==> config.mk <==
export PLATFORM = sky130hd
export DESIGN_NAME = srd_isqrt
export DESIGN_NICKNAME = d
export VERILOG_FILES = /design/src/rtl/srd_pkg.sv /design/src/rtl/srd_isqrt.sv
export SDC_FILE = /design/constraint.sdc
export NUM_CORES = 2
export LEC_CHECK = 0
export BUFFER_PORTS_ARGS = -buffer_cell sky130_fd_sc_hd__buf_2
export CAP_MARGIN = 25
export CORE_MARGIN = 1
export CORE_UTILIZATION = 35
export DETAILED_ROUTE_END_ITERATION = 8
export SLEW_MARGIN = 30
export SYNTH_ARGS = -nofsm -noshare
export SYNTH_HDL_FRONTEND = slang
export SYNTH_SLANG_ARGS = --single-unit
export TNS_END_PERCENT = 100
==> constraint.sdc <==
create_clock -name clock -period 4.1 [get_ports clock]
set_clock_uncertainty 0.15 [all_clocks]
set_input_delay 0.82 -clock clock [delete_from_list [all_inputs] [get_ports clock]]
set_output_delay 0.82 -clock clock [all_outputs]
set_load 0.05 [all_outputs]
==> src/rtl/srd_pkg.sv <==
// Shared constants, types and helper functions of the stick radial deadzone block.
`default_nettype none

package srd_pkg;

   localparam int unsigned SQRT_STEPS = 32;
   localparam int unsigned DIV_STEPS  = 15;

   localparam logic [15:0] WEIGHT_RESET = 16'd15990;
   localparam logic [30:0] THR_RESET    = 31'd523944330;
   localparam logic [15:0] OUT_MAX      = 16'd32767;

   localparam int unsigned ADDR_W     = 3;
   localparam logic        REG_WEIGHT = 1'b0;

   typedef struct packed {
      logic        valid;
      logic [15:0] mag_x;
      logic [15:0] mag_y;
      logic        neg_x;
      logic        neg_y;
   } side_type;

   typedef struct packed {
      logic valid;
      logic zero;
      logic neg_x;
      logic neg_y;
   } tail_type;

   function automatic logic [15:0] abs16(input logic [15:0] a);
      abs16 = a[15] ? 16'(~a + 16'd1) : a;
   endfunction

endpackage

`default_nettype wire

==> src/rtl/srd_isqrt.sv <==
// Pipelined digit-by-digit integer square root of a 32-bit value scaled by 2^32.
`default_nettype none

module srd_isqrt import srd_pkg::*; (
   input  wire logic        clock,
   input  wire logic [31:0] rad_i,
   output logic      [31:0] root_o
);

   logic [35:0] rem_ff  [SQRT_STEPS];
   logic [31:0] root_ff [SQRT_STEPS];
   logic [31:0] src_ff  [SQRT_STEPS];

   for (genvar j = 0; j < SQRT_STEPS; j++) begin : g_step
      logic [35:0] rem_prev;
      logic [31:0] root_prev;
      logic [31:0] src_prev;
      logic [35:0] rem_sh;
      logic [35:0] trial;

      if (j == 0) begin : g_first
         assign rem_prev  = '0;
         assign root_prev = '0;
         assign src_prev  = rad_i;
      end else begin : g_rest
         assign rem_prev  = rem_ff[j-1];
         assign root_prev = root_ff[j-1];
         assign src_prev  = src_ff[j-1];
      end

      // Two more radicand bits come down; the low half of the radicand is zero.
      assign rem_sh = {rem_prev[33:0], src_prev[31:30]};
      assign trial  = {2'b00, root_prev, 2'b01};

      always_ff @(posedge clock) begin
         src_ff[j] <= {src_prev[29:0], 2'b00};
         if (rem_sh >= trial) begin
            rem_ff[j]  <= rem_sh - trial;
            root_ff[j] <= {root_prev[30:0], 1'b1};
         end else begin
            rem_ff[j]  <= rem_sh;
            root_ff[j] <= {root_prev[30:0], 1'b0};
         end
      end
   end

   assign root_o = root_ff[SQRT_STEPS-1];

endmodule

`default_nettype wire

---- After elaboration in Yosys (flattened, before gate mapping) ----
Memories as Yosys holds them, arrays and structs flattened.
Cells that the tools add are included.
storage, ports and cells
  logic and storage cells ................. 291
  output and inout bits ................... 32
  memories ................................ 3
  bits in registers ....................... 0
  input port bits ......................... 33
  bits in writable memories ............... 3,136
memories
  name     depth  bits a word  read ports  clocked after Yosys merged registers in  wr ports  line             RTL
  rem_ff   32     36           31          0                                        32        srd_isqrt.sv:10  logic [35:0] rem_ff [SQRT_STEPS];
  root_ff  32     32           32          0                                        32        srd_isqrt.sv:11  logic [31:0] root_ff [SQRT_STEPS];
  src_ff   32     30           31          0                                        32        srd_isqrt.sv:12  logic [31:0] src_ff [SQRT_STEPS];
cells by class
  order comparisons ....................... 32
  bitwise operators ....................... 64
  $add $sub $neg .......................... 32
  muxes and demuxes ....................... 160
operators by type and width
  kind                   number
  $mux W36               32
  $ge A36 B34 Y1         31
  $sub A36 B34 Y36       31
  $mux W32               32
  $mux W1                96
  $or A1 B1 Y1           64
  $sub A2 B1 Y3 const B  1
  $ge A2 B1 Y1 const B   1

---- Depth between registers and ports, before layout ----
An unclocked memory read counts as a cell.
  depth after elaboration ................. 5
  depth in mapped cells ................... 15
  mapped depth without buffers ............ 13

---- Worst setup path after synthesis ----
OpenSTA, ideal clock, no wires.
  path kind ............................... reg-to-reg
  start ................................... mem rem_ff[22][0] (netlist: rem_ff[1][216])
  end ..................................... mem rem_ff[23][6] (netlist: rem_ff[1][258])
  path buffers ............................ 2
  data required time ...................... 3,829 ps
  period minus slack after synthesis ...... 3,449 ps
  stages on the path, launching flop included .. 14
  arrival time ............................ 3,178 ps
  setup slack ............................. 651 ps
  setup time .............................. 121 ps
  cells stage by stage .................... dfxtp_1 ha_1 fa_1 a211oi_1 o21a_1 o211ai_1 o211a_1 a41oi_1 or4_1 a21oi_1 or3b_1 buf_2 buf_6 mux2_4
RTL lines
  what             line
  start, declared  srd_isqrt.sv:10

==> flow_metrics.tcl <==
set metrics [dict create \
    ys_seq_elements 1756 \
    crit_buf_inv 1 \
    synthToLayoutAreaGrowth_pct 14.4 \
    cap_violations 0 \
    slew_headroom 0.421 \
    p_switching_uw 14000 \
    dr_total_vias 54400 \
    die_area_sq_mm 0.217 \
    dp.final_hpwl_microns 125000 \
    fmax_ghz 0.263 \
    initial_core_util 0.353 \
    worst_skew_pair.late_latency_ps 830 \
    hold_violations 0 \
    cts_made_buffers 182 \
    setup_violations 0 \
    required_ps 4590 \
    p_per_area_mw_per_mm2 567 \
    synth_seq_area_share 0.468 \
    met1_usage 0.181 \
    vdd_drop_max_mv 0.423 \
    post-synth-top-count-cell "dfxtp_1" \
    coreArea_sq_mm 0.213 \
    p_int_uw 34700 \
    cts_max_path_buffers 3 \
    ioPinCount 65 \
    ant_nets 0 \
    netlist_area_sq_mm 0.0751 \
    status "complete, no violations" \
    critPathSlowestCell "fa_1" \
    drive_gt1_frac 0.0764 \
    cts_repair_resize_count 0 \
    grt_pass1_vias 54300 \
    synth_edf_count 0 \
    htree_levels 4 \
    crit_fanout 25 \
    fp-row-count 169 \
    wl_per_cell_microns 14.6 \
    setup_ws_ps 297 \
    path_class "reg2reg" \
    grt_antenna_before_repair 2 \
    p_clk_frac 0.359 \
    yosys_warnings 0 \
    finalNetCount 8691 \
    avgSynthCellArea_sq_um 9.49 \
    firstDrtPassIters 5 \
    die_h_microns 465 \
    startpoint_type "register" \
    yosys.area.top_type "dfxtp_1" \
    grt-busiest-layer "met2" \
    synth_top_area_share 0.468 \
    ctsRootBufferMaster "clkbuf_16" \
    nFillCells 20800 \
    final_max_slew_viol_count 0 \
    cts.sinks 1756 \
    hold_class "reg2reg" \
    yosysUniqueCellTypes 110 \
    synth_commonest_cells "dfxtp_1, inv_1, nand2_1, nor2_1, ha_1" \
    port_buffers 64 \
    grt_pass1_wl_microns 267000 \
    ys.flop_type "dfxtp_1" \
    p_leak_uw 0.0405 \
    gp_congestion 0.900 \
    seqPwrFrac 0.468 \
    rsz0062_at_grt "no" \
    use_met2 0.258 \
    die_width_microns 465 \
    path_clk_slew_ps 60 \
    globalRoute.totalOverflow 0 \
    pwr-share-comb 0.174 \
    drcViolationCount 0 \
    track_usage 0.147 \
    post-route-period-util 0.928 \
    crit_path_end_kind "register" \
    grtUsageMet3 0.0217 \
    worst_pin_slew_ps 861 \
    finalSetupTns_ps 0 \
    critPathTopFamily "compound AO/OA/AOI/OAI gates" \
    tritoncts "yes" \
    synthArstFlopShare 0 \
    synth_area_leaders "dfxtp_1, ha_1, xor2_1" \
    crit_chain "ha_1 > fa_1 > a211oi_1 > o21a_1 > o211ai_1 > o211a_1 > a41oi_1 > or4_1 > a21oi_1 > or3b_1 > buf_12 > mux2_4" \
    via_per_inst 4.91 \
    netSwitchingFraction 0.288 \
    arrival_ps 4290 \
    pre_cts_ws_ps 313 \
    drt_wl_total_microns 162000 \
    drt-initial-drc-count 2909 \
    syn-num-nets 8499 \
    cts_setup_buffers 0 \
    hold_buffers 33 \
    grt_max_degree 52 \
    slowest_delay_ps 430 \
    syn_inst 7920 \
    period_minus_slack_ps 3800 \
]
power by group through the flow:
stage                     Sequential, uW  Clock, uW  Combinational [uW]
final                              22800      17500                8450
after global routing               23200      18700                9470
after CTS                          22800      18000                8480
after detailed placement           23100          0                8390
after global placement             23100          0                8260
after floorplan                    22200          0                6690
metal layers:
layer  part of all wire  up-vias  wire [microns]
met5                  0        -               0
met2               0.48     1034           77500
li1                   -    27800               -
met4              0.029        0            4760
met3              0.038      331            6130
met1               0.45    25300           73300
worst register-to-register path, stage by stage, from the launching register on:
cell	delay (ps)
dfxtp_1	370
ha_1	270
fa_1	430
a211oi_1	360
o21a_1	220
o211ai_1	110
o211a_1	230
a41oi_1	350
or4_1	160
a21oi_1	70
or3b_1	410
buf_12	190
mux2_4	330
state kept, by name (all words and copies together), names as in the netlist:
register  flops
rem_ff      988
root_ff     528
src_ff      240
worst paths after layout:
kind	from	endpoint	slack [ps]	cells after the start
setup / recovery	rem_ff[1][216]$_SDFF_PP0_	rem_ff[1][268]$_DFF_P_	300	12
setup reg to reg	rem_ff[1][216]$_SDFF_PP0_	rem_ff[1][268]$_DFF_P_	300	12
hold reg to reg	root_ff[1][205]$_DFF_P_	root_ff[1][238]$_DFF_P_	150	0
hold / removal	root_ff[1][205]$_DFF_P_	root_ff[1][238]$_DFF_P_	150	0
layout make-up:
cell class	count	area, sq um	share of cell area
clock inverter	82	1340	0.0156
antenna	1	2.50	0.0000291
tap	2821	3530	0.0411
timing repair buffer	165	1270	0.0148
multi-input combinational	5324	36800	0.429
clock buffer	251	5230	0.0608
sequential	1756	35200	0.409
inverter	683	2560	0.0298
cell families (layout without fill, tap and decap cells):
| logic type | after synthesis | after routing | share of synthesized area |
|---|---|---|---|
| buf+inv | 840 | 1181 | 0.0428 |
| other cells | 1 | 2 | 0.0000499 |
| mux | 102 | 102 | 0.0161 |
| compound gates | 1732 | 1732 | 0.146 |
| flops | 1756 | 1756 | 0.468 |
| xor+xnor | 788 | 788 | 0.0919 |
| simple gates | 2155 | 2155 | 0.143 |
| fa+ha+maj | 546 | 546 | 0.0924 |
cells in the final DEF (no fill, tap or decap), drive strengths merged, types with 90 or more instances in the layout:
| cell type | synthesis | final |
|---|---|---|
| a21oi | 515 | 515 |
| o21a | 98 | 98 |
| xnor2 | 366 | 366 |
| a21o | 229 | 229 |
| nand3 | 117 | 117 |
| xor2 | 422 | 422 |
| mux2 | 96 | 96 |
| nor2 | 540 | 540 |
| nand2 | 583 | 583 |
| buf | 47 | 132 |
| nor3 | 198 | 198 |
| clkbuf | 110 | 251 |
| inv | 683 | 689 |
| o21ai | 431 | 431 |
| nand2b | 90 | 90 |
| dfxtp | 1756 | 1756 |
| ha | 531 | 531 |
| nor4 | 118 | 118 |
stage by stage:
stage          cells  utilization  hold slack [ps]  power (uW)  area (sq um)
2_1_floorplan   7920            -              160       28900         75100
3_3_place_gp   10700        0.371              161       31400         79000
3_5_place_dp   10700        0.371              162       31500         79000
4_1_cts        11100        0.404              137       49300         85900
5_1_grt        11100        0.404              151       51400         85900
6_report       11100        0.404              148       48700         85900
Note: power is estimated with default switching activity, not from simulation.
