<file path="config.mk">
export PLATFORM = sky130hd
export DESIGN_NAME = srd_div
export DESIGN_NICKNAME = d
export VERILOG_FILES = /design/src/rtl/srd_pkg.sv /design/src/rtl/srd_div.sv
export SDC_FILE = /design/constraint.sdc
export NUM_CORES = 2
export LEC_CHECK = 0
export ABC_CLOCK_PERIOD_IN_PS = 10310
export BUFFER_PORTS_ARGS = -buffer_cell sky130_fd_sc_hd__buf_2
export CAP_MARGIN = 20
export CORE_MARGIN = 8
export CORE_UTILIZATION = 35
export DETAILED_ROUTE_END_ITERATION = 6
export HOLD_SLACK_MARGIN = 0.03
export SYNTH_ARGS = -nofsm -noshare
export SYNTH_HDL_FRONTEND = slang
export SYNTH_SLANG_ARGS = --single-unit
export TNS_END_PERCENT = 100
</file>
<file path="constraint.sdc">
create_clock -name clock -period 10.31 [get_ports clock]
set_clock_uncertainty 0.2 [all_clocks]
set_input_delay 0 -clock clock [delete_from_list [all_inputs] [get_ports clock]]
set_output_delay 0 -clock clock [all_outputs]
set_load 0.01 [all_outputs]
</file>
<file path="src/rtl/srd_pkg.sv">
// Shared constants, types and helper functions of the stick radial deadzone block.
`default_nettype none

package srd_pkg;

   localparam int unsigned SQRT_STEPS = 32;
   localparam int unsigned DIV_STEPS  = 15;

   localparam logic [15:0] WEIGHT_RESET = 16'd15990;
   localparam logic [30:0] THR_RESET    = 31'd523944330;
   localparam logic [15:0] OUT_MAX      = 16'd32767;

   localparam int unsigned ADDR_W     = 3;
   localparam logic        REG_WEIGHT = 1'b0;

   typedef struct packed {
      logic        valid;
      logic [15:0] mag_x;
      logic [15:0] mag_y;
      logic        neg_x;
      logic        neg_y;
   } side_type;

   typedef struct packed {
      logic valid;
      logic zero;
      logic neg_x;
      logic neg_y;
   } tail_type;

   function automatic logic [15:0] abs16(input logic [15:0] a);
      abs16 = a[15] ? 16'(~a + 16'd1) : a;
   endfunction

endpackage

`default_nettype wire

</file>
<file path="src/rtl/srd_div.sv">
// Pipelined restoring divider giving a 15-bit quotient and an overflow flag.
`default_nettype none

module srd_div import srd_pkg::*; (
   input  wire logic                 clock,
   input  wire logic [63:0]          num_i,
   input  wire logic [48:0]          den_i,
   output logic      [DIV_STEPS-1:0] quo_o,
   output logic                      sat_o
);

   logic [63:0]          rem_ff [DIV_STEPS+1];
   logic [48:0]          den_ff [DIV_STEPS+1];
   logic [DIV_STEPS-1:0] quo_ff [DIV_STEPS+1];
   logic                 sat_ff [DIV_STEPS+1];

   // First stage flags a quotient that does not fit in the result range.
   always_ff @(posedge clock) begin
      rem_ff[0] <= num_i;
      den_ff[0] <= den_i;
      quo_ff[0] <= '0;
      sat_ff[0] <= num_i >= (64'(den_i) << DIV_STEPS);
   end

   for (genvar j = 1; j <= DIV_STEPS; j++) begin : g_step
      logic [63:0] dsh;
      assign dsh = 64'(den_ff[j-1]) << (DIV_STEPS - j);

      always_ff @(posedge clock) begin
         den_ff[j] <= den_ff[j-1];
         sat_ff[j] <= sat_ff[j-1];
         if (rem_ff[j-1] >= dsh) begin
            rem_ff[j] <= rem_ff[j-1] - dsh;
            quo_ff[j] <= quo_ff[j-1] | (DIV_STEPS'(1) << (DIV_STEPS - j));
         end else begin
            rem_ff[j] <= rem_ff[j-1];
            quo_ff[j] <= quo_ff[j-1];
         end
      end
   end

   assign quo_o = quo_ff[DIV_STEPS];
   assign sat_o = sat_ff[DIV_STEPS];

endmodule

`default_nettype wire

</file>
Yosys cells after proc, flatten, opt, wreduce, memory -nomap -nowiden
Memory sizes are Yosys's and may differ from the RTL's.
Index checks and enable logic that the tools add are counted.
Widths: inputs -> output; s select.

storage, ports and cells
  word-level logic and storage cells = 140
  flip-flop bits (word level) = 0
  memory bits (writable) = 2064
  memories = 4
  bits of input ports = 114

memory list
  memory  depth  bits a word  read ports  clocked after memory_dff  write ports  RTL line       text
  rem_ff  16     64           15          0                         16           srd_div.sv:12  logic [63:0] rem_ff [DIV_STEPS+1];
  den_ff  16     49           15          0                         16           srd_div.sv:13  logic [48:0] den_ff [DIV_STEPS+1];
  quo_ff  16     15           16          0                         16           srd_div.sv:14  logic [DIV_STEPS-1:0] quo_ff [DIV_STEPS+1];
  sat_ff  16     1            16          0                         16           srd_div.sv:15  logic sat_ff [DIV_STEPS+1];

operators by class
  muxes and demuxes = 75
  add/sub/neg operators = 15
  magnitude comparators = 16
  bitwise operators = 30

operators by type and width
  kind              number
  $mux 64           15
  $mux 15           15
  $ge 64x49->1      1
  $ge 64x50->1      1
  $ge 64x51->1      1
  $ge 64x52->1      1
  $ge 64x53->1      1
  $ge 64x54->1      1
  $ge 64x55->1      1
  $ge 64x56->1      1
  $ge 64x57->1      1
  $ge 64x58->1      1
  $ge 64x59->1      1
  $ge 64x60->1      1
  $ge 64x61->1      1
  $ge 64x62->1      1
  $ge 64x63->1      1
  $ge 64x64->1      1
  $sub 64x49->64    1
  $sub 64x50->64    1
  $sub 64x51->64    1
  $sub 64x52->64    1
  $sub 64x53->64    1
  $sub 64x54->64    1
  11 further kinds  84

Longest topological paths before layout
An unclocked memory read counts as a cell.

  depth in word-level cells = 5
  mapped depth = 18

Worst setup path before layout
OpenSTA, ideal clock, no wires.

  path type = register to register
  from = memory rem_ff[1][13]
  to = memory rem_ff[2][57]
  path buffers = 0
  data required time = 9.982 ns
  arrival = 3.224 ns
  cell stages (with the launch flop) = 17
  path slack = 6.757 ns
  period minus slack after synthesis = 3.553 ns
  library setup time = 0.128 ns
  path through = dfxtp_1 > inv_1 > ha_1 > inv_1 > fa_1 > a21o_1 > a221o_1 > a221oi_4 > o21ai_1 > a211oi_1 > nor3b_1 > a311o_1 > a31oi_2 > nor2b_1 > a21o_1 > xnor2_1 > o21ai_0

RTL lines
  item                RTL line
  start: declaration  srd_div.sv:12

==> out/metrics.cfg <==
[finish]
drive_gt1_share_pct = 6.184
nets = 11490
fin_util_pct = 40.14
areaGrowthSynthToFinish_pct = 14.34
fin_cells = 14120
fin_area_sq_um = 102900

[clock_network]
cts-buffers-inserted = 197
cts_tree = yes
postCtsHoldBufs = 226
worstSkewPairLatency_ns = 0.83
htree_levels = 4
ctsResizeCount = 0
cts_root_buffer = clkbuf_16
cts.path.max_buffers = 3
cts_sinks = 1831
path_clk_slew_ns = 0.07
post_cts_buffers = 0

[pwr]
p_leak_nw = 46.81
power_mw = 33.46
p_per_area_nw_per_um2 = 325.3
vdd.ir_drop.worst_uv = 189.8

[place]
io_buffer_count = 129
postPlaceCellArea_sq_um = 93630
place_inst = 13530
gp_congestion = 0.9369
dpl.hpwl_mm = 178.7
pre_cts_slack_ns = 5.189

[worst_setup_path]
critPathKind = reg -> reg
cp-start-kind = flop
timing.rr.end = rem_ff[5][28]
reg2reg_slack_ns = 5.19
endpoint_kind = flop
r2r_start = rem_ff[4][10]
crit_fanout = 61
reg2reg_depth = 15
cp.arrival_ns = 5.62
cp_data_required_time_ns = 10.81

[floorplan]
start_util_pct = 35.11
rows = 186
ioPinCount = 130
core-area_sq_um = 256200
die_width_microns = 523.0
die_area_sq_um = 273500
chipHeight_microns = 523.0

[worst_hold_path]
hold-path-cell-count = 0
hold_class = reg -> reg
hold_start = quo_ff[0][72]
hold-path-endpoint = quo_ff[0][87]

[timing]
period_share_pct = 49.63
max_freq_ghz = 0.1954
fin_crit_ns = 5.117
final_hold_viol_count = 0
rsz0062_at_grt = no
fin_setup_tns_ns = 0
slew_headroom_pct = 26.66
timing.final.ws_setup_ns = 5.193
setup_viol = 0
drv_slew = 0
worst_pin_slew_ns = 1.090
hold_slack_ns = 0.1176

[routing]
routed_wl_mm = 229.0
drt_iter0_drc = 4294
top_layer = met4
detail-route-antenna-nets = 0
dr_wl_met3_mm = 8.273
wl_per_cell_microns = 16.21
drc = 0
drtPass1Iterations = 6
wl_met1_mm = 102.4
num_vias = 71010
wl_met2_mm = 104.0
vias_per_cell = 5.028

[global_route]
grt_pass1_vias = 71520
grtUsageTotal_pct = 16.06
grt_overflow = 0
grt_max_degree = 92
antenna_found_initial = 2
grt_pass1_wl_mm = 365.5

[yosys]
avgSynthCellArea_sq_um = 8.679
synth_top_cell_by_area = dfxtp_1
syn_nets = 11280
synth_top_area_share_pct = 40.75
yosysWarningCount = 0
netlist_area_sq_um = 89960
synthCells = 10370
synth_edf_count = 0
ys_seq_elements = 1831
ys_seq_area_share_pct = 40.75
synth_ff_type = dfxtp_1
async_flop_share_pct = 0
synth.area.top_cells = dfxtp_1, ha_1, a21oi_1
yosysUniqueCellTypes = 106

[run_status]
status = completed

[run]
cap_violations = 0

## state kept, by name, summed over array words and instances (netlist names)
name    count
rem_ff    960
den_ff    735
quo_ff    120
sat_ff     16
## cell usage in the layout, fill, tap and decap left out, types with 23 or more instances in the layout
cell type      netlist  routed
nand2b_1           100     100
buf_4               18      27
nand2_1            867     867
clkbuf_1           283      35
a21o_1             523     523
dfxtp_1           1831    1831
o21ai_1             47      47
nand3_1            145     144
and2_1              48      48
inv_1              990     990
mux2_2              59      59
a31o_2              26      26
or4_1               28      28
nor4_1              53      52
clkbuf_16            0     202
nor3_1              98      98
a31oi_1            112     112
and3_1              83      83
clkinv_2             0      34
ha_1               784     784
o21bai_1           122     122
o211ai_1            49      49
a211oi_1            52      50
or3_1               53      53
xnor2_1            395     395
dlygate4sd3_1        0     226
clkbuf_8             0      39
nor2_1             668     666
xor2_1             331     331
o21ai_0            688     688
buf_2               40     129
a21oi_1           1009    1009
o21a_1              62      61
and4_1              23      23
bufinv_16            0      27
o31ai_1             49      49
or2_2               23      23
nand4_1            180     180
a21boi_0            36      36
nor2b_1            116     116
## cells by family after synthesis
group	share of synthesized area (%)
fa+ha+maj	11.22
mux	0.7942
flops	40.75
simple gates	13.61
compound gates	20.74
xor+xnor	7.069
buf+inv	5.831
## critical path, stage by stage, from the launching register on
cell,delay [ns]
dfxtp_1,0.32
inv_1,0.06
ha_1,0.16
inv_1,0.06
fa_1,0.40
a21o_1,0.19
a21oi_1,0.26
o21a_1,0.20
nor2_1,0.07
a311oi_1,0.64
nand3_1,0.31
a21oi_1,0.42
o21ai_0,0.32
a211oi_4,0.43
buf_4,0.52
mux2_2,0.41
## worst max-delay path by stage
stage                     slack, ns  cells after the start     startpoint             to
final                          5.19                     15  rem_ff[4][10]  rem_ff[5][28]
after global placement         5.18                     15  rem_ff[4][10]  rem_ff[5][28]
after detailed placement       5.19                     15  rem_ff[4][10]  rem_ff[5][28]
after global routing           4.95                     15  rem_ff[4][10]  rem_ff[5][28]
after floorplan                6.76                     16  rem_ff[1][13]  rem_ff[2][57]
after CTS                      5.17                     15  rem_ff[4][10]  rem_ff[5][28]
## cells in the mapped netlist (98+ instances only)
| cell type | count |
|---|---|
| clkbuf_1 | 283 |
| inv_1 | 990 |
| xor2_1 | 331 |
| ha_1 | 784 |
| nand4_1 | 180 |
| nand2b_1 | 100 |
| a31oi_1 | 112 |
| o21bai_1 | 122 |
| o21ai_0 | 688 |
| a21oi_1 | 1009 |
| nand2_1 | 867 |
| xnor2_1 | 395 |
| nor2b_1 | 116 |
| nand3_1 | 145 |
| nor2_1 | 668 |
| a21o_1 | 523 |
| dfxtp_1 | 1831 |
| nor3_1 | 98 |
## area by class of cell
type                       count  area, sq um
inverter                     993         3727
multi-input combinational   7170        48170
fill                       25030       153400
timing repair buffer         383         3131
antenna                        2        5.005
clock buffer                 276         5723
sequential                  1831        36660
clock inverter                84         1216
tap                         3384         4234
## layer usage
metal,track usage (%),vias to the layer above
li1,-,36360
met4,9.008,0
met1,19.37,32070
met5,0,-
met3,2.157,694
met2,27.56,1888
## power by group
part / internal (mW) / switching (mW) / total [mW]
combinational: 6.65 / 9.01 / 15.7
sequential: 9.12 / 1.26 / 10.4
clock: 4.54 / 2.88 / 7.42
total: 20.3 / 13.1 / 33.5
(Power assumes the default switching activity.)
